$ cat src/design/tgrf_pkg.sv
`timescale 1ns / 1ps
`default_nettype none

package tgrf_pkg;

  localparam int GRID_SIDE_DEF = 64;
  localparam int COORD_W       = 8;
  localparam int CODE_W        = 9;
  localparam int CMD_W         = 2;

  // all ones is the empty tile (-1)
  localparam logic [CODE_W-1:0] EMPTY_CODE = '1;

  typedef enum logic [CMD_W-1:0] {
    CMD_SET     = 2'd0,
    CMD_OUTLINE = 2'd1,
    CMD_FILL    = 2'd2,
    CMD_READ    = 2'd3
  } cmd_t;

  typedef enum logic [2:0] {
    ST_CLEAR,
    ST_IDLE,
    ST_CLIP,
    ST_SCAN,
    ST_READ,
    ST_RESP
  } state_t;

  typedef logic signed [COORD_W-1:0] coord_t;

  typedef struct packed {
    coord_t x_lo;
    coord_t x_hi;
    coord_t y_lo;
    coord_t y_hi;
  } rect_t;

  typedef struct packed {
    logic load;
    logic step;
  } walk_ctl_t;

  typedef struct packed {
    logic span_empty;
    logic span_last;
  } walk_sts_t;

endpackage

`default_nettype wire

$ cat src/design/tgrf_ctrl.sv
`timescale 1ns / 1ps
`default_nettype none

module tgrf_ctrl #(
  parameter int GRID_SIDE = tgrf_pkg::GRID_SIDE_DEF
) (
  input  logic                                      clk,
  input  logic                                      rst,
  input  logic                                      start,
  output logic                                      busy,
  input  logic [tgrf_pkg::CMD_W-1:0]                command,
  input  logic signed [tgrf_pkg::COORD_W-1:0]       x_first,
  input  logic signed [tgrf_pkg::COORD_W-1:0]       y_first,
  input  logic signed [tgrf_pkg::COORD_W-1:0]       x_last,
  input  logic signed [tgrf_pkg::COORD_W-1:0]       y_last,
  input  logic signed [tgrf_pkg::CODE_W-1:0]        tile_code,
  output logic signed [tgrf_pkg::CODE_W-1:0]        read_code,
  output logic                                      is_read,
  output logic                                      done,
  output tgrf_pkg::rect_t                           rect,
  output tgrf_pkg::walk_ctl_t                       wctl,
  input  tgrf_pkg::walk_sts_t                       wsts,
  input  logic [$clog2(GRID_SIDE)-1:0]              cur_x,
  input  logic [$clog2(GRID_SIDE)-1:0]              cur_y,
  output logic                                      we,
  output logic [$clog2(GRID_SIDE*GRID_SIDE)-1:0]    waddr,
  output logic [tgrf_pkg::CODE_W-1:0]               wdata,
  output logic [$clog2(GRID_SIDE*GRID_SIDE)-1:0]    raddr,
  input  logic [tgrf_pkg::CODE_W-1:0]               rdata
);

  import tgrf_pkg::*;

  localparam int     CW    = $clog2(GRID_SIDE);
  localparam int     DEPTH = GRID_SIDE * GRID_SIDE;
  localparam int     AW    = $clog2(DEPTH);
  localparam coord_t MAX_C = COORD_W'(GRID_SIDE - 1);

  function automatic logic [AW-1:0] cell_addr(input logic [CW-1:0] cx,
                                              input logic [CW-1:0] cy);
    cell_addr = AW'(cx) * AW'(GRID_SIDE) + AW'(cy);
  endfunction

  state_t state, state_next;
  logic [AW-1:0] clr_addr;
  logic          clr_last;

  cmd_t              cmd_q;
  coord_t            x0_q, y0_q, x1_q, y1_q;
  logic [CODE_W-1:0] code_q;
  logic              on_grid_q;
  logic [1:0]        side_q, side_next;

  logic              accept, on_grid_in, rect_last;
  logic              done_next, is_read_next;
  logic [CODE_W-1:0] read_code_next;

  assign busy       = (state != ST_IDLE);
  assign accept     = start && (state == ST_IDLE);
  assign clr_last   = (clr_addr == AW'(DEPTH - 1));
  assign on_grid_in = (x_first >= 0) && (x_first <= MAX_C) &&
                      (y_first >= 0) && (y_first <= MAX_C);
  assign raddr      = cell_addr(x0_q[CW-1:0], y0_q[CW-1:0]);

  // span for the current side: one span for set and fill, four for an outline
  always_comb begin
    rect_last = (cmd_q != CMD_OUTLINE) || (side_q == 2'd3);
    unique case (cmd_q)
      CMD_FILL:    rect = '{x_lo: x0_q, x_hi: x1_q, y_lo: y0_q, y_hi: y1_q};
      CMD_OUTLINE: begin
        unique case (side_q)
          2'd0:    rect = '{x_lo: x0_q, x_hi: x1_q, y_lo: y0_q, y_hi: y0_q};
          2'd1:    rect = '{x_lo: x0_q, x_hi: x1_q, y_lo: y1_q, y_hi: y1_q};
          2'd2:    rect = '{x_lo: x0_q, x_hi: x0_q, y_lo: y0_q, y_hi: y1_q};
          default: rect = '{x_lo: x1_q, x_hi: x1_q, y_lo: y0_q, y_hi: y1_q};
        endcase
      end
      default:     rect = '{x_lo: x0_q, x_hi: x0_q, y_lo: y0_q, y_hi: y0_q};
    endcase
  end

  always_comb begin
    state_next     = state;
    side_next      = side_q;
    wctl           = '0;
    we             = 1'b0;
    waddr          = cell_addr(cur_x, cur_y);
    wdata          = code_q;
    done_next      = 1'b0;
    is_read_next   = 1'b0;
    read_code_next = '0;
    unique case (state)
      ST_CLEAR: begin
        we    = 1'b1;
        waddr = clr_addr;
        wdata = EMPTY_CODE;
        if (clr_last) begin
          state_next = ST_IDLE;
        end
      end
      ST_IDLE: begin
        if (start) begin
          side_next  = 2'd0;
          state_next = (command == CMD_READ) ? ST_READ : ST_CLIP;
        end
      end
      ST_CLIP: begin
        wctl.load = 1'b1;
        if (!wsts.span_empty) begin
          state_next = ST_SCAN;
        end else if (rect_last) begin
          state_next = ST_RESP;
        end else begin
          side_next = side_q + 1'b1;
        end
      end
      ST_SCAN: begin
        we        = 1'b1;
        wctl.step = 1'b1;
        if (wsts.span_last) begin
          if (rect_last) begin
            state_next = ST_RESP;
          end else begin
            side_next  = side_q + 1'b1;
            state_next = ST_CLIP;
          end
        end
      end
      ST_READ: begin
        state_next = ST_RESP;
      end
      ST_RESP: begin
        done_next  = 1'b1;
        state_next = ST_IDLE;
        if (cmd_q == CMD_READ) begin
          is_read_next   = 1'b1;
          read_code_next = on_grid_q ? rdata : EMPTY_CODE;
        end
      end
      default: begin
        state_next = ST_CLEAR;
      end
    endcase
  end

  always_ff @(posedge clk) begin
    if (rst) begin
      state    <= ST_CLEAR;
      clr_addr <= '0;
      side_q   <= 2'd0;
      done     <= 1'b0;
    end else begin
      state  <= state_next;
      side_q <= side_next;
      done   <= done_next;
      if (state == ST_CLEAR) begin
        clr_addr <= clr_addr + 1'b1;
      end
    end
  end

  always_ff @(posedge clk) begin
    read_code <= read_code_next;
    is_read   <= is_read_next;
    if (accept) begin
      cmd_q     <= cmd_t'(command);
      x0_q      <= x_first;
      y0_q      <= y_first;
      x1_q      <= x_last;
      y1_q      <= y_last;
      code_q    <= tile_code;
      on_grid_q <= on_grid_in;
    end
  end

endmodule

`default_nettype wire

$ cat config.mk
export PLATFORM = sky130hd
export DESIGN_NAME = tgrf_ctrl
export DESIGN_NICKNAME = d
export VERILOG_FILES = /design/src/design/tgrf_pkg.sv /design/src/design/tgrf_ctrl.sv
export SDC_FILE = /design/constraint.sdc
export NUM_CORES = 1
export LEC_CHECK = 0
export BUFFER_PORTS_ARGS = -buffer_cell sky130_fd_sc_hd__buf_4
export CAP_MARGIN = 15
export CORE_UTILIZATION = 48
export CTS_BUF_LIST = sky130_fd_sc_hd__clkbuf_16
export DETAILED_ROUTE_END_ITERATION = 16
export PLACE_DENSITY = 0.85
export SETUP_SLACK_MARGIN = 0.3
export SLEW_MARGIN = 20
export SYNTH_ARGS = -nofsm -noshare
export SYNTH_HDL_FRONTEND = slang
export SYNTH_SLANG_ARGS = --single-unit
$ cat constraint.sdc
create_clock -name clk -period 2.9 [get_ports clk]
set_input_delay 0.145 -clock clk [delete_from_list [all_inputs] [get_ports clk]]
set_output_delay 0.145 -clock clk [all_outputs]
set_load 0.1 [all_outputs]
==> flow_metrics.py <==
metrics = {
    "clock_network": {
        "cts_tree": "yes",
        "numCtsBuffers": 9,
        "cts.htree.levels": 3,
        "post_cts.repair.setup_buffers": 0,
        "clk_latency_ps": 330,
        "clockBufferDepth": 2,
        "clock-sinks": 72,
        "root_buffer": "clkbuf_16",
        "clkSlewWorstSetupHoldPaths_ps": 70,
    },
    "floorplan": {
        "core_region_area_um2": 6944,
        "die_area_um2": 7658,
        "die_x_um": 87.51,
        "pin_count": 149,
        "start_util": 0.5054,
        "rows": 30,
        "die_y_um": 87.51,
    },
    "yosys": {
        "syn_inst": 355,
        "syn_nets": 432,
        "synth-main-ff-cell": "edfxtp_1",
        "ys_warn_count": 0,
        "synth.distinct_cells": 40,
        "synth-edff-count": 44,
        "syn_area_um2": 3510,
        "async_flop_share": 0,
        "synth-seq-cells": 72,
        "avgSynthCellArea_um2": 9.886,
        "ys_seq_area_frac": 0.5362,
    },
    "timing": {
        "tightest_slew_ps": 808.4,
        "rsz0062_at_grt": "false",
        "finalCriticalPeriod_ps": 2560,
        "fin_skew_ps": 7.227,
        "slew_viol_final": 0,
        "finalSetupViolCount": 0,
        "finalHoldViolations": 0,
        "fin_crit_sh": 0.8829,
        "fmax_mhz": 390.6,
        "relSlewSlack": 0.4611,
        "hold_slack_ps": 58.04,
    },
    "placed_design": {
        "postPlaceCellArea_um2": 4634,
        "hpwl_um": 6182,
        "portBuffers": 148,
        "place_congestion": 0.8297,
    },
    "pwr": {
        "power.total_w": 0.002304,
        "p_leak_nw": 2.311,
        "max-vdd-ir-drop_mv": 0.4180,
        "p_per_area_nw_per_um2": 429.2,
    },
    "worst_setup_path": {
        "path_max_fanout": 11,
        "crit_type": "reg2out",
        "start_kind": "flip-flop",
        "crit_path_end_kind": "primary output",
        "arrival_ps": 2420,
        "required_ps": 2760,
    },
    "routing": {
        "drt_first_pass_iters": 5,
        "drt_iter0_drc": 324,
        "via_count": 3447,
        "remaining_drc_errors": 0,
        "wire_per_inst_um": 16.02,
        "vias_per_cell": 5.445,
        "wirelength_um": 10140,
        "ant_nets": 0,
    },
    "grt": {
        "grt_max_degree": 45,
        "grt_pass1_vias": 3333,
        "grt_use_total": 0.2608,
        "gr-total-overflow": 0,
        "antenna_found_initial": 0,
        "grt_pass1_wl_um": 15370,
    },
    "finish": {
        "fin_nets": 609,
        "n_antenna_cell": 0,
        "register_area_um2": 1882,
        "multi_input_area_um2": 1436,
        "area_growth_pct": 52.94,
        "stdcell_area_um2": 5368,
        "post_route_cells_drive_above_1_share": 0.3389,
        "most-common-layout-cells": "buf_4, nand2_1, edfxtp_1",
        "final_common_cell": "buf_4",
        "fillers": 444,
    },
    "run_status": {
        "outcome": "complete, no violations",
    },
    "run": {
        "max_cap_viol_count": 0,
    },
    "min_path": {
        "worstHoldPathType": "in2reg",
    },
}
[routing by layer]
metal	vias to the layer above	global-route usage	routed length, um
met3	24	0.06540	679
met5	-	0	0
li1	1609	-	-
met2	173	0.4616	5497
met1	1641	0.2933	3722
met4	0	0.1267	243
[synth_stat cells, types with 2 or more instances]
master,n,share of area
a21o_1,2,0.0043
a21oi_1,20,0.029
a22o_1,24,0.060
a22oi_1,7,0.015
buf_1,2,0.0021
buf_4,12,0.026
buf_6,2,0.0064
clkbuf_1,14,0.015
dfxtp_1,28,0.16
edfxtp_1,44,0.38
ha_1,8,0.029
inv_1,19,0.020
mux2i_1,2,0.0057
nand2_1,64,0.068
nand2b_1,12,0.021
nand3_1,4,0.0057
nand4_1,7,0.012
nor2_1,16,0.017
nor2b_1,4,0.0071
nor3_1,6,0.0086
nor3b_1,3,0.0064
nor4_1,5,0.0089
o21ai_0,21,0.030
o31ai_1,2,0.0043
or3_1,5,0.0089
xnor2_1,7,0.017
xor2_1,2,0.0050
[worst max-delay path, stage by stage (launching register included)]
cell     delay, ps
dfxtp_1        410
inv_1          110
ha_1           360
o31ai_1        380
nand2_1        310
a22o_1         280
buf_4          240
[report_power, final]
group	switching (W)	internal (W)	total [W]
Combinational	0.0000665	0.000107	0.000174
Clock	0.000452	0.000586	0.00104
Sequential	0.00000484	0.00109	0.00109
[path summary, 6_finish.rpt]
kind,cells past startpoint,end,start,slack [ps]
max,6,rect[10],side_q[0]$_SDFFE_PP0P_,340
min,3,read_code[1]$_SDFF_PN0_,rdata[1],60
max reg2reg,4,code_q[8]$_DFFE_PP_,state[0]$_SDFFE_PP0P_,880
min reg2reg,2,clr_addr[1]$_SDFFE_PP0P_,clr_addr[1]$_SDFFE_PP0P_,520
[final cells by class]
| class | count | share of cell area |
|---|---|---|
| multi-input combinational | 234 | 0.2676 |
| tap | 96 | 0.02238 |
| timing repair buffer | 196 | 0.2942 |
| clock buffer | 9 | 0.04196 |
| sequential | 72 | 0.3506 |
| clock inverter | 7 | 0.01002 |
| inverter | 19 | 0.01329 |
[sequential cells by signal, indices dropped and copies added, names as in the netlist]
signal and flops:
done 1, on_grid_q 1, y0_q 8, clr_addr 12, cmd_q 2, is_read 1
y1_q 8, read_code 9, x0_q 8, side_q 2, code_q 9, state 3
x1_q 8
[kinds of logic (layout without fill, tap and decap cells)]
| family | count (synthesis) | in the layout | share of synthesized area |
|---|---|---|---|
| AOI/OAI and AO/OA | 84 | 84 | 0.1608 |
| buffers and inverters | 49 | 231 | 0.06952 |
| muxes | 2 | 2 | 0.005704 |
| DFF | 72 | 72 | 0.5362 |
| xor gates and xnor gates | 9 | 9 | 0.02246 |
| and+or+nand+nor | 131 | 131 | 0.1768 |
| adders and majority gates | 8 | 8 | 0.02852 |
[per-stage QoR]
stage	TNS [ps]	utilization	setup slack, ps	cells
final	0	0.7730	339.6	633
after detailed placement	0	0.6674	559.5	574
after CTS	0	0.7705	321.5	633
after global routing	0	0.7730	303.0	633
after global placement	0	0.6674	618.6	574
after floorplan	-1550	-	-544.1	355
[what timing repair did]
action                                 4_1_cts  5_1_grt
setup endpoints to repair                   14       30
hold buffers                                43        0
endpoints found under the hold margin       43        0
gates resized for setup                      2        4
(Power assumes the default switching activity.)
