===== config.mk =====
export PLATFORM = sky130hd
export DESIGN_NAME = tgrf_walk
export DESIGN_NICKNAME = d
export VERILOG_FILES = /design/src/design/tgrf_pkg.sv /design/src/design/tgrf_walk.sv
export SDC_FILE = /design/constraint.sdc
export NUM_CORES = 1
export LEC_CHECK = 0
export ABC_CLOCK_PERIOD_IN_PS = 2810
export BUFFER_PORTS_ARGS = -buffer_cell sky130_fd_sc_hd__buf_2
export CAP_MARGIN = 10
export CORE_UTILIZATION = 37
export CTS_CLUSTER_DIAMETER = 30
export CTS_CLUSTER_SIZE = 10
export DETAILED_ROUTE_END_ITERATION = 16
export REMOVE_ABC_BUFFERS = 1
export SYNTH_ARGS = -nofsm -noshare
export SYNTH_HDL_FRONTEND = slang
export SYNTH_SLANG_ARGS = --single-unit

===== constraint.sdc =====
create_clock -name clk -period 2.81 [get_ports clk]
set_clock_uncertainty 0.15 [all_clocks]
set_input_delay 0.1405 -clock clk [delete_from_list [all_inputs] [get_ports clk]]
set_output_delay 0.1405 -clock clk [all_outputs]
set_load 0.02 [all_outputs]

===== src/design/tgrf_pkg.sv =====
`timescale 1ns / 1ps
`default_nettype none

package tgrf_pkg;

  localparam int GRID_SIDE_DEF = 64;
  localparam int COORD_W       = 8;
  localparam int CODE_W        = 9;
  localparam int CMD_W         = 2;

  // all ones is the empty tile (-1)
  localparam logic [CODE_W-1:0] EMPTY_CODE = '1;

  typedef enum logic [CMD_W-1:0] {
    CMD_SET     = 2'd0,
    CMD_OUTLINE = 2'd1,
    CMD_FILL    = 2'd2,
    CMD_READ    = 2'd3
  } cmd_t;

  typedef enum logic [2:0] {
    ST_CLEAR,
    ST_IDLE,
    ST_CLIP,
    ST_SCAN,
    ST_READ,
    ST_RESP
  } state_t;

  typedef logic signed [COORD_W-1:0] coord_t;

  typedef struct packed {
    coord_t x_lo;
    coord_t x_hi;
    coord_t y_lo;
    coord_t y_hi;
  } rect_t;

  typedef struct packed {
    logic load;
    logic step;
  } walk_ctl_t;

  typedef struct packed {
    logic span_empty;
    logic span_last;
  } walk_sts_t;

endpackage

`default_nettype wire


===== src/design/tgrf_walk.sv =====
`timescale 1ns / 1ps
`default_nettype none

module tgrf_walk #(
  parameter int GRID_SIDE = tgrf_pkg::GRID_SIDE_DEF
) (
  input  logic                         clk,
  input  tgrf_pkg::rect_t              rect,
  input  tgrf_pkg::walk_ctl_t          ctl,
  output tgrf_pkg::walk_sts_t          sts,
  output logic [$clog2(GRID_SIDE)-1:0] cur_x,
  output logic [$clog2(GRID_SIDE)-1:0] cur_y
);

  import tgrf_pkg::*;

  localparam int     CW    = $clog2(GRID_SIDE);
  localparam coord_t MAX_C = COORD_W'(GRID_SIDE - 1);

  coord_t xl, xh, yl, yh;
  coord_t xs, xe, ys, ye;
  logic [CW-1:0] end_x, end_y, start_y;

  assign xl = rect.x_lo;
  assign xh = rect.x_hi;
  assign yl = rect.y_lo;
  assign yh = rect.y_hi;

  // clip the span to the grid
  assign xs = (xl < 0) ? '0 : xl;
  assign ys = (yl < 0) ? '0 : yl;
  assign xe = (xh > MAX_C) ? MAX_C : xh;
  assign ye = (yh > MAX_C) ? MAX_C : yh;

  assign sts.span_empty = (xs > xe) || (ys > ye);
  assign sts.span_last  = (cur_x == end_x) && (cur_y == end_y);

  // column-major scan, row runs fastest
  always_ff @(posedge clk) begin
    if (ctl.load) begin
      cur_x   <= xs[CW-1:0];
      cur_y   <= ys[CW-1:0];
      start_y <= ys[CW-1:0];
      end_x   <= xe[CW-1:0];
      end_y   <= ye[CW-1:0];
    end else if (ctl.step) begin
      if (cur_y == end_y) begin
        cur_x <= cur_x + 1'b1;
        cur_y <= start_y;
      end else begin
        cur_y <= cur_y + 1'b1;
      end
    end
  end

endmodule

`default_nettype wire


==> results of run 1 <==
## logic make-up after synthesis
family | after synthesis | synth area share [%]
xor gates and xnor gates | 21 | 9.58
adders and majority gates | 16 | 10.3
and+or+nand+nor | 63 | 18.5
DFF | 30 | 46.9
muxes | 7 | 3.71
AOI/OAI and AO/OA | 22 | 7.69
buffers and inverters | 17 | 3.32
## layer usage
| layer | vias up | wire (um) | GRT usage [%] |
|---|---|---|---|
| met5 | - | 0 | 0 |
| li1 | 747 | - | - |
| met4 | 0 | 77 | 7.05 |
| met1 | 632 | 1940 | 22.5 |
| met3 | 6 | 161 | 3.52 |
| met2 | 34 | 1630 | 22.0 |
## power groups by stage
stage / Combinational, mW / Clock, mW / Sequential [mW]
2_1_floorplan: 0.155 / 0 / 0.613
3_3_place_gp: 0.264 / 0 / 0.595
3_5_place_dp: 0.266 / 0 / 0.597
4_1_cts: 0.278 / 0.324 / 0.588
5_1_grt: 0.311 / 0.345 / 0.593
6_report: 0.275 / 0.317 / 0.587
## tightest hold or removal path, cell delays in order
cell    delay, ps
buf_2          80
nor2_1         70
inv_1          60
## registers in the layout (all words and copies together), names as in the netlist
signal	cells
cur_x	6
cur_y	6
end_x	6
end_y	6
start_y	6
## Yosys cell counts (all sizes together)
| library cell | instances | share of area (%) |
|---|---|---|
| o21ai | 8 | 2.1 |
| nand3b | 1 | 0.39 |
| edfxtp | 30 | 47 |
| xor2 | 12 | 5.5 |
| and3 | 1 | 0.33 |
| ha | 15 | 9.8 |
| xnor2 | 9 | 4.1 |
| clkbuf | 2 | 0.39 |
| clkinv | 1 | 0.20 |
| maj3 | 1 | 0.52 |
| nand3 | 7 | 2.5 |
| o21a | 1 | 0.39 |
| mux2i | 6 | 3.1 |
| nor4 | 2 | 1.8 |
| nand2b | 4 | 1.3 |
| nor3 | 2 | 0.52 |
| or2 | 1 | 0.33 |
| nor2b | 15 | 5.0 |
| inv | 14 | 2.7 |
| a311oi | 2 | 1.2 |
| a21o | 3 | 1.2 |
| a21oi | 4 | 1.0 |
| a32o | 1 | 0.52 |
| nand2 | 11 | 2.1 |
| o2bb2ai | 1 | 0.46 |
| a211oi | 2 | 0.78 |
| nand4b | 1 | 0.46 |
| mux2 | 1 | 0.59 |
| nand4 | 2 | 0.65 |
| nor2 | 16 | 3.1 |
## metrics by stage
| stage | cell area, um2 | util [%] |
|---|---|---|
| 2_1_floorplan | 1910 | - |
| 3_3_place_gp | 2240 | 46.3 |
| 3_5_place_dp | 2240 | 46.3 |
| 4_1_cts | 2430 | 50.0 |
| 5_1_grt | 2430 | 50.0 |
| 6_report | 2430 | 50.0 |
## final cells by class
class                           instances  area share [%]
Clock inverter                          2           0.361
Sequential cell                        30            37.1
Clock buffer                            6            2.99
Inverter                               15            2.32
Tap cell                               67            3.46
Timing Repair Buffer                   59            14.3
Multi-Input combinational cell        129            39.4
## worst min path at each step
stage | end | slack, ps | depth (start not counted)
after detailed placement | end_x[5] | 270 | 3
final | end_x[3] | 20 | 3
after floorplan | end_x[0] | 100 | 0
after CTS | end_x[3] | 10 | 3
after global placement | end_y[4] | 270 | 3
after global routing | end_y[0] | 30 | 2
==> summary.md, run 1 <==
| Metric | Value |
|---|---|
| Final slew viol count | 0 |
| Reg2Reg Setup Slack | 630 ps |
| Post-Route WL | 3810 um |
| Antenna Cells | 0 |
| Post-CTS sizing | 0 |
| Switching share of total power | 28.5% |
| Flop pwr share | 49.8% |
| Most frequent cells in the layout | 48 x buf_2, 30 x edfxtp_1, 16 x nor2_1, 15 x ha_1 |
| R2R depth | 4 |
| Wire length per cell | 12.4 um |
| Syn-to-layout area delta | 26.3% |
| Fin crit share | 90.6% |
| Synth Cell Area | 0.00192 mm2 |
| CP startpoint | rect[21] |
| TritonCTS clock tree | done |
| Pre-CTS setup slack | 620 ps |
| Final std cells w/o fill | 308 |
| RSZ-0062 raised after global routing | false |
| Hold Vio Cnt, Final | 0 |
| Most frequent CP cell | buf_2 |
| GRT Util Overall | 15.5% |
| Worst setup endpoint | sts[1] |
| I/O pins | 49 |
| Placed cell count | 290 |
| CP top delay family | buffers and inverters |
| CTS clk-pin slew, worst paths | 60 ps |
| Data arrival, critical path | 2250 ps |
| Logic pwr share | 23.3% |
| Worst VDD drop | 0.229 mV |
| Final setup vio count | 0 |
| Vias in the first global route | 1,330 |
| Crit-path cells | dlygate4sd3_1 > buf_2 > nor2_1 > ha_1 > a21o_1 > a211oi_1 > inv_1 > a311oi_1 > o2bb2ai_1 > buf_2 |
| Buf/Inv on CP | 4 |
| Final min period | 2540 ps |
| Post-synthesis register bit count | 30 |
| Die W | 74.0 um |
| CTS sink count | 30 |
| Max stage delay on crit path | 540 ps |
| Share of layout cells above drive strength 1 | 25.7% |
| Multi-input logic area | 956 um2 |
| DR vias | 1,419 |
| Final GP Congestion | 0.769 |
| Nets | 290 |
| Status | completed |
| Initial Util | 39.6% |
| Global-route wire length before repair | 6270 um |
| Commonest non-fill, non-tap cell in the layout | buf_2 |
| Fillers | 451 |
| Mapped Avg Cell Area | 10.9 um2 |
| Tot Pwr | 1.18 mW |
| FF-to-FF End | cur_x[5] |
| Global route total overflow | 0 |
| ANT nets after route | 0 |
| Leak | 1.08 nW |
| Post-CTS Setup Bufs | 0 |
| Sequential element share of the synthesized area | 46.9% |
| F_max | 393 MHz |
| Critical path startpoint category | input pin |
| Initial antenna violation count | 0 |
| Clk Latency, worst-skew pair | 280 ps |
| H-Tree Depth | 2 |
| Slew margin rel. | 66.2% |
| CTS buffer count | 5 |
| R2r startpoint | cur_y[3] |
| Maxcap violations | 0 |
| CTS Root Cell | clkbuf_8 |
| Final hold slack | 18.2 ps |
| Crit. path cell count | 10 |
| Clk buf depth | 2 |
| Row cnt | 25 |
| Fin Setup TNS | 0 ps |
| Sequential cell area | 901 um2 |
| Die H | 74.0 um |
| Netlist cell types | 35 |
| Syn. warnings | 0 |
| Hold Path Class | input pin to flop |
| HPWL after DPL | 2940 um |
| First DRT Iteration DRCs | 57 |
| Vias per std cell | 4.61 |
| Setup ws final | 265 ps |
| Internal power | 843 uW |
| Hold_sp | rect[19] |
| Largest net degree at the start of global routing | 34 |
| Remaining design rule violation count | 0 |
| CP Class | input pin to output port |
| Mapped Cells | 176 |
| Core Area | 0.00485 mm2 |
| PortBufs | 48 |
| Switching power | 336 uW |
| Hold-fix buffers at CTS | 10 |
| Pwr dens | 486 mW/mm2 |
| Worst slew pin tran | 504 ps |
| Slowest cell on crit path | dlygate4sd3_1 |
| First-pass DRT Iterations | 4 |
| Max FO, Critical Path | 2 |
| Critical path endpoint category | output port |
| Power share of the clock group | 26.9% |
| Worst EP required | 2520 ps |
| Die area | 0.00548 mm2 |
Note: power is estimated with default switching activity, not from simulation.
==> run 2, diff against run 1 <==
- HOLD_SLACK_MARGIN: default -> 0.1
- RECOVER_POWER: default -> 25
==> run 2 against run 1 <==
Compared with the run above: the flow now finishes with violations (max-capacitance violations, max-slew violations); non-clock buffer count grew 4; final area grew 1.4%; power grew 0.41%; critical path type unchanged; combinational power grew 1%; critical endpoint unchanged; setup slack is essentially flat; global-route usage grew 0.43 points; hold slack gained 120 ps; sequential share of layout area shrank 0.51 points; die area is the same.
==> summary.md, run 2 (synthesis gave the netlist of run 1 again) <==
| Metric | Value |
|---|---|
| Worst EP required | 2520 ps |
| R2R depth | 4 |
| TritonCTS clock tree | done |
| Pwr dens | 481 mW/mm2 |
| Fin crit share | 90.5% |
| Post-Route WL | 3900 um |
| Die area | 0.00548 mm2 |
| Maxcap violations | 1 |
| Power share of the clock group | 26.8% |
| Hold Vio Cnt, Final | 0 |
| Worst hold path stage count | 2 |
| Vias per std cell | 4.58 |
| Final min period | 2540 ps |
| Reg2Reg Setup Slack | 640 ps |
| Die H | 74.0 um |
| Share of layout cells above drive strength 1 | 24.1% |
| I/O pins | 49 |
| CP Class | input pin to output port |
| Syn-to-layout area delta | 28.1% |
| CP top delay family | buffers and inverters |
| Core Util, Final | 50.7% |
| Pre-CTS setup slack | 620 ps |
| Critical path startpoint category | input pin |
| Slowest cell on crit path | dlygate4sd3_1 |
| Post-CTS sizing | 0 |
| Nets | 294 |
| Final hold slack | 135 ps |
| Max FO, Critical Path | 2 |
| Max stage delay on crit path | 540 ps |
| Setup ws final | 266 ps |
| Hold Path Class | input pin to flop |
| F_max | 393 MHz |
| Data arrival, critical path | 2250 ps |
| Slew margin rel. | -2.02% |
| CTS clk-pin slew, worst paths | 60 ps |
| CTS buffer count | 5 |
| Final GP Congestion | 0.769 |
| ANT nets after route | 0 |
| Initial Util | 39.6% |
| R2r startpoint | cur_y[3] |
| Commonest non-fill, non-tap cell in the layout | buf_2 |
| Worst slew pin tran | 1530 ps |
| CTS sink count | 30 |
| Largest net degree at the start of global routing | 34 |
| DP Area | 0.00224 mm2 |
| First DRT Iteration DRCs | 52 |
| Core Area | 0.00485 mm2 |
| Worst VDD drop | 0.229 mV |
| Hold_sp | rect[10] |
| Row cnt | 25 |
| Die W | 74.0 um |
| CTS Root Cell | clkbuf_8 |
| Switching share of total power | 28.5% |
| Global route total overflow | 0 |
| Hold Crit Endpoint | start_y[2] |
| Fillers | 453 |
| Final setup vio count | 0 |
| Antenna Cells | 0 |
| DR vias | 1,429 |
| FF-to-FF End | cur_x[5] |
| RSZ-0062 raised after global routing | false |
| Crit-path cells | dlygate4sd3_1 > buf_2 > nor2_1 > ha_1 > a21o_1 > a211oi_1 > inv_1 > a311oi_1 > o2bb2ai_1 > buf_2 |
| Logic pwr share | 23.6% |
| Clk Latency, worst-skew pair | 280 ps |
| GRT Util Overall | 16.0% |
| Critical path endpoint category | output port |
| PortBufs | 48 |
| Final instance area | 0.00246 mm2 |
| Most frequent CP cell | buf_2 |
| Buf/Inv on CP | 4 |
| Switching power | 337 uW |
| Clk buf depth | 2 |
| Most frequent cells in the layout | 46 x buf_2, 30 x edfxtp_1, 16 x nor2_1, 15 x ha_1 |
| Status | complete, but fails checks |
| H-Tree Depth | 2 |
| Wire length per cell | 12.5 um |
| Internal power | 847 uW |
| Leak | 1.08 nW |
| First-pass DRT Iterations | 4 |
| Final slew viol count | 34 |
| Failing checks | max-capacitance violations, max-slew violations |
| HPWL after DPL | 2940 um |
| Flop pwr share | 49.6% |
| Initial antenna violation count | 0 |
| Fin Setup TNS | 0 ps |
| Remaining design rule violation count | 0 |
| Global-route wire length before repair | 6440 um |
| Vias in the first global route | 1,362 |
run 2: cell types whose count changed in the layout (fill, tap and decap cells not counted):
| cell | delta |
|---|---|
| buf_4 | -1 |
| clkbuf_1 | +3 |
| dlygate4sd3_1 | +4 |
| buf_2 | -2 |
run 2: final cells by class:
class	instances	area, um2	share of cell area, %
Timing Repair Buffer	63	382	15.5
Clock inverter	2	8.76	0.356
Tap cell	67	83.8	3.41
Multi-Input combinational cell	129	956	38.9
Clock buffer	6	72.6	2.95
Sequential cell	30	901	36.6
Inverter	15	56.3	2.29
run 2: power by group through the flow:
| stage | logic [mW] | clock network (mW) | registers (mW) |
|---|---|---|---|
| 3_5_place_dp | 0.266 | 0 | 0.597 |
| 5_1_grt | 0.315 | 0.345 | 0.594 |
| 4_1_cts | 0.282 | 0.324 | 0.588 |
| 6_report | 0.279 | 0.317 | 0.587 |
| 2_1_floorplan | 0.155 | 0 | 0.613 |
| 3_3_place_gp | 0.264 | 0 | 0.595 |
run 2: per-stage QoR:
step | power [mW] | instances
4_1_cts | 1.19 | 312
5_1_grt | 1.25 | 312
3_5_place_dp | 0.863 | 290
2_1_floorplan | 0.769 | 174
6_report | 1.18 | 312
3_3_place_gp | 0.860 | 290
run 2: how the worst max path moves through the flow:
stage                  start        to  depth (start not counted)
floorplan           cur_y[3]  cur_x[0]                          4
global placement    rect[23]    sts[1]                         10
detailed placement  rect[23]    sts[1]                         10
CTS                 rect[21]    sts[1]                         10
global route        rect[21]    sts[1]                         10
finish              rect[21]    sts[1]                         10
run 2: repair_timing:
action	4_1_cts	5_1_grt
buffers inserted	0	0
endpoints found under the hold margin	13	0
hold buffers	14	0
run 2: layer usage:
layer,GRT usage [%],wire length (um),vias to the layer above
met2,23.3,1700,30
met5,0,0,-
li1,-,-,756
met3,3.52,150,6
met1,22.7,1970,637
met4,7.05,77,0
==> run 3, diff against run 2 <==
- CORE_MARGIN: default -> 2
- GPL_TIMING_DRIVEN: default -> 0
==> run 3 against run 2 <==
Compared with the run above: the run now ends clean; hold slack better by 5.5 ps; final area is 0.31% lower; setup slack better by 20 ps; power is 1.4% lower; critical path depth stayed put; clock power is 5% lower; routed wire length is 1.6% lower; register-to-register slack worse by 140 ps.
==> summary.md, run 3 (synthesis gave the netlist of run 1 again) <==
| Metric | Value |
|---|---|
| Data arrival, critical path | 2230 ps |
| Initial antenna violation count | 0 |
| Final min period | 2520 ps |
| Post-CTS sizing | 0 |
| CTS sink count | 30 |
| Hold Crit Endpoint | cur_x[0] |
| Die W | 76.0 um |
| Commonest non-fill, non-tap cell in the layout | buf_2 |
| Vias per std cell | 4.62 |
| Final slew viol count | 0 |
| Critical path endpoint category | output port |
| Syn-to-layout area delta | 27.7% |
| Final setup vio count | 0 |
| Post-CTS Setup Bufs | 0 |
| CTS Root Cell | clkbuf_8 |
| HPWL after DPL | 2900 um |
| Post-Route WL | 3830 um |
| Hold-fix buffers at CTS | 14 |
| Global-route wire length before repair | 6330 um |
| PortBufs | 48 |
| Worst slew pin tran | 657 ps |
| H-Tree Depth | 2 |
| Wire length per cell | 12.3 um |
| Global route total overflow | 0 |
| CTS buffer count | 5 |
| Share of layout cells above drive strength 1 | 24.4% |
| I/O pins | 49 |
| Antenna Cells | 0 |
| Status | completed |
| Fin Setup TNS | 0 ps |
| TritonCTS clock tree | done |
| R2R depth | 4 |
| Hold Vio Cnt, Final | 0 |
| Critical path startpoint category | input pin |
| Nets | 293 |
| Hold Path Class | input pin to flop |
| Maxcap violations | 0 |
| Die area | 0.00578 mm2 |
| Core Area | 0.00504 mm2 |
| FF-to-FF End | cur_x[0] |
| Worst VDD drop | 0.206 mV |
| Fin crit share | 89.9% |
| First-pass DRT Iterations | 4 |
| Most frequent cells in the layout | 47 x buf_2, 30 x edfxtp_1, 16 x nor2_1, 15 x ha_1 |
| First DRT Iteration DRCs | 72 |
| R2r startpoint | cur_y[3] |
| GRT Util Overall | 13.8% |
| Die H | 76.0 um |
| Slew margin rel. | 56.2% |
| Row cnt | 26 |
| Leak | 1.08 nW |
| Remaining design rule violation count | 0 |
| Worst EP required | 2520 ps |
| Pwr dens | 476 mW/mm2 |
| Clk Latency, worst-skew pair | 270 ps |
| ANT nets after route | 0 |
| Reg2Reg Setup Slack | 500 ps |
| Vias in the first global route | 1,376 |
| Max FO, Critical Path | 2 |
| CP Class | input pin to output port |
| RSZ-0062 raised after global routing | false |
| DR vias | 1,440 |
| Initial Util | 38.1% |
| Tot Pwr | 1.17 mW |
| Hold_sp | rect[24] |
| CTS clk-pin slew, worst paths | 60 ps |
| Final GP Congestion | 0.770 |
| Largest net degree at the start of global routing | 35 |
| Clk buf depth | 2 |
| F_max | 396 MHz |
| Worst hold path stage count | 3 |
==> run 3: cell type report <==
type / instances / area (um2)
clock inverters: 1 / 3.75
flip-flops and latches: 30 / 901
multi-input cells: 129 / 956
fillers: 484 / 2590
inverters: 15 / 56.3
well taps: 70 / 87.6
repair buffers: 62 / 379
clock buffers: 5 / 68.8
==> run 3: how the worst max path moves through the flow <==
stage | start | endpoint | slack (ps) | depth (start not counted)
after floorplan | cur_y[3] | cur_x[0] | 690 | 4
after global placement | cur_y[3] | cur_x[0] | 510 | 4
after detailed placement | cur_y[3] | cur_x[0] | 510 | 4
after CTS | rect[21] | sts[1] | 270 | 10
after global routing | rect[21] | sts[1] | 160 | 10
final | rect[21] | sts[1] | 290 | 10
==> run 3: metrics by stage <==
stage	utilization [%]	hold WS (ps)	area (um2)	setup slack, ps	cells
finish	48.6	140	2450	285	312
global route	48.6	132	2450	164	312
CTS	48.7	127	2450	275	312
detailed placement	44.4	260	2240	510	292
global placement	44.4	262	2240	510	292
floorplan	-	103	1910	687	174
==> run 3: report_power, final <==
part	total, mW	internal, mW	switching, mW
Clock	0.300	0.161	0.139
Combinational	0.279	0.129	0.150
Sequential	0.588	0.548	0.0400
Total	1.17	0.837	0.329
==> run 3: worst max-delay path, cell delays in order <==
cell and delay [ps]:
dlygate4sd3_1 530, buf_2 120, nor2_1 130, ha_1 260, a21o_1 180, a211oi_1 320, inv_1 70, a311oi_1 220
o2bb2ai_1 80, buf_2 160
==> run 3: layer usage <==
metal / track usage (%) / routed length [um]
met1: 18.7 / 1900
met2: 20.7 / 1720
met3: 3.91 / 180
met4: 6.18 / 38
met5: 0 / 0
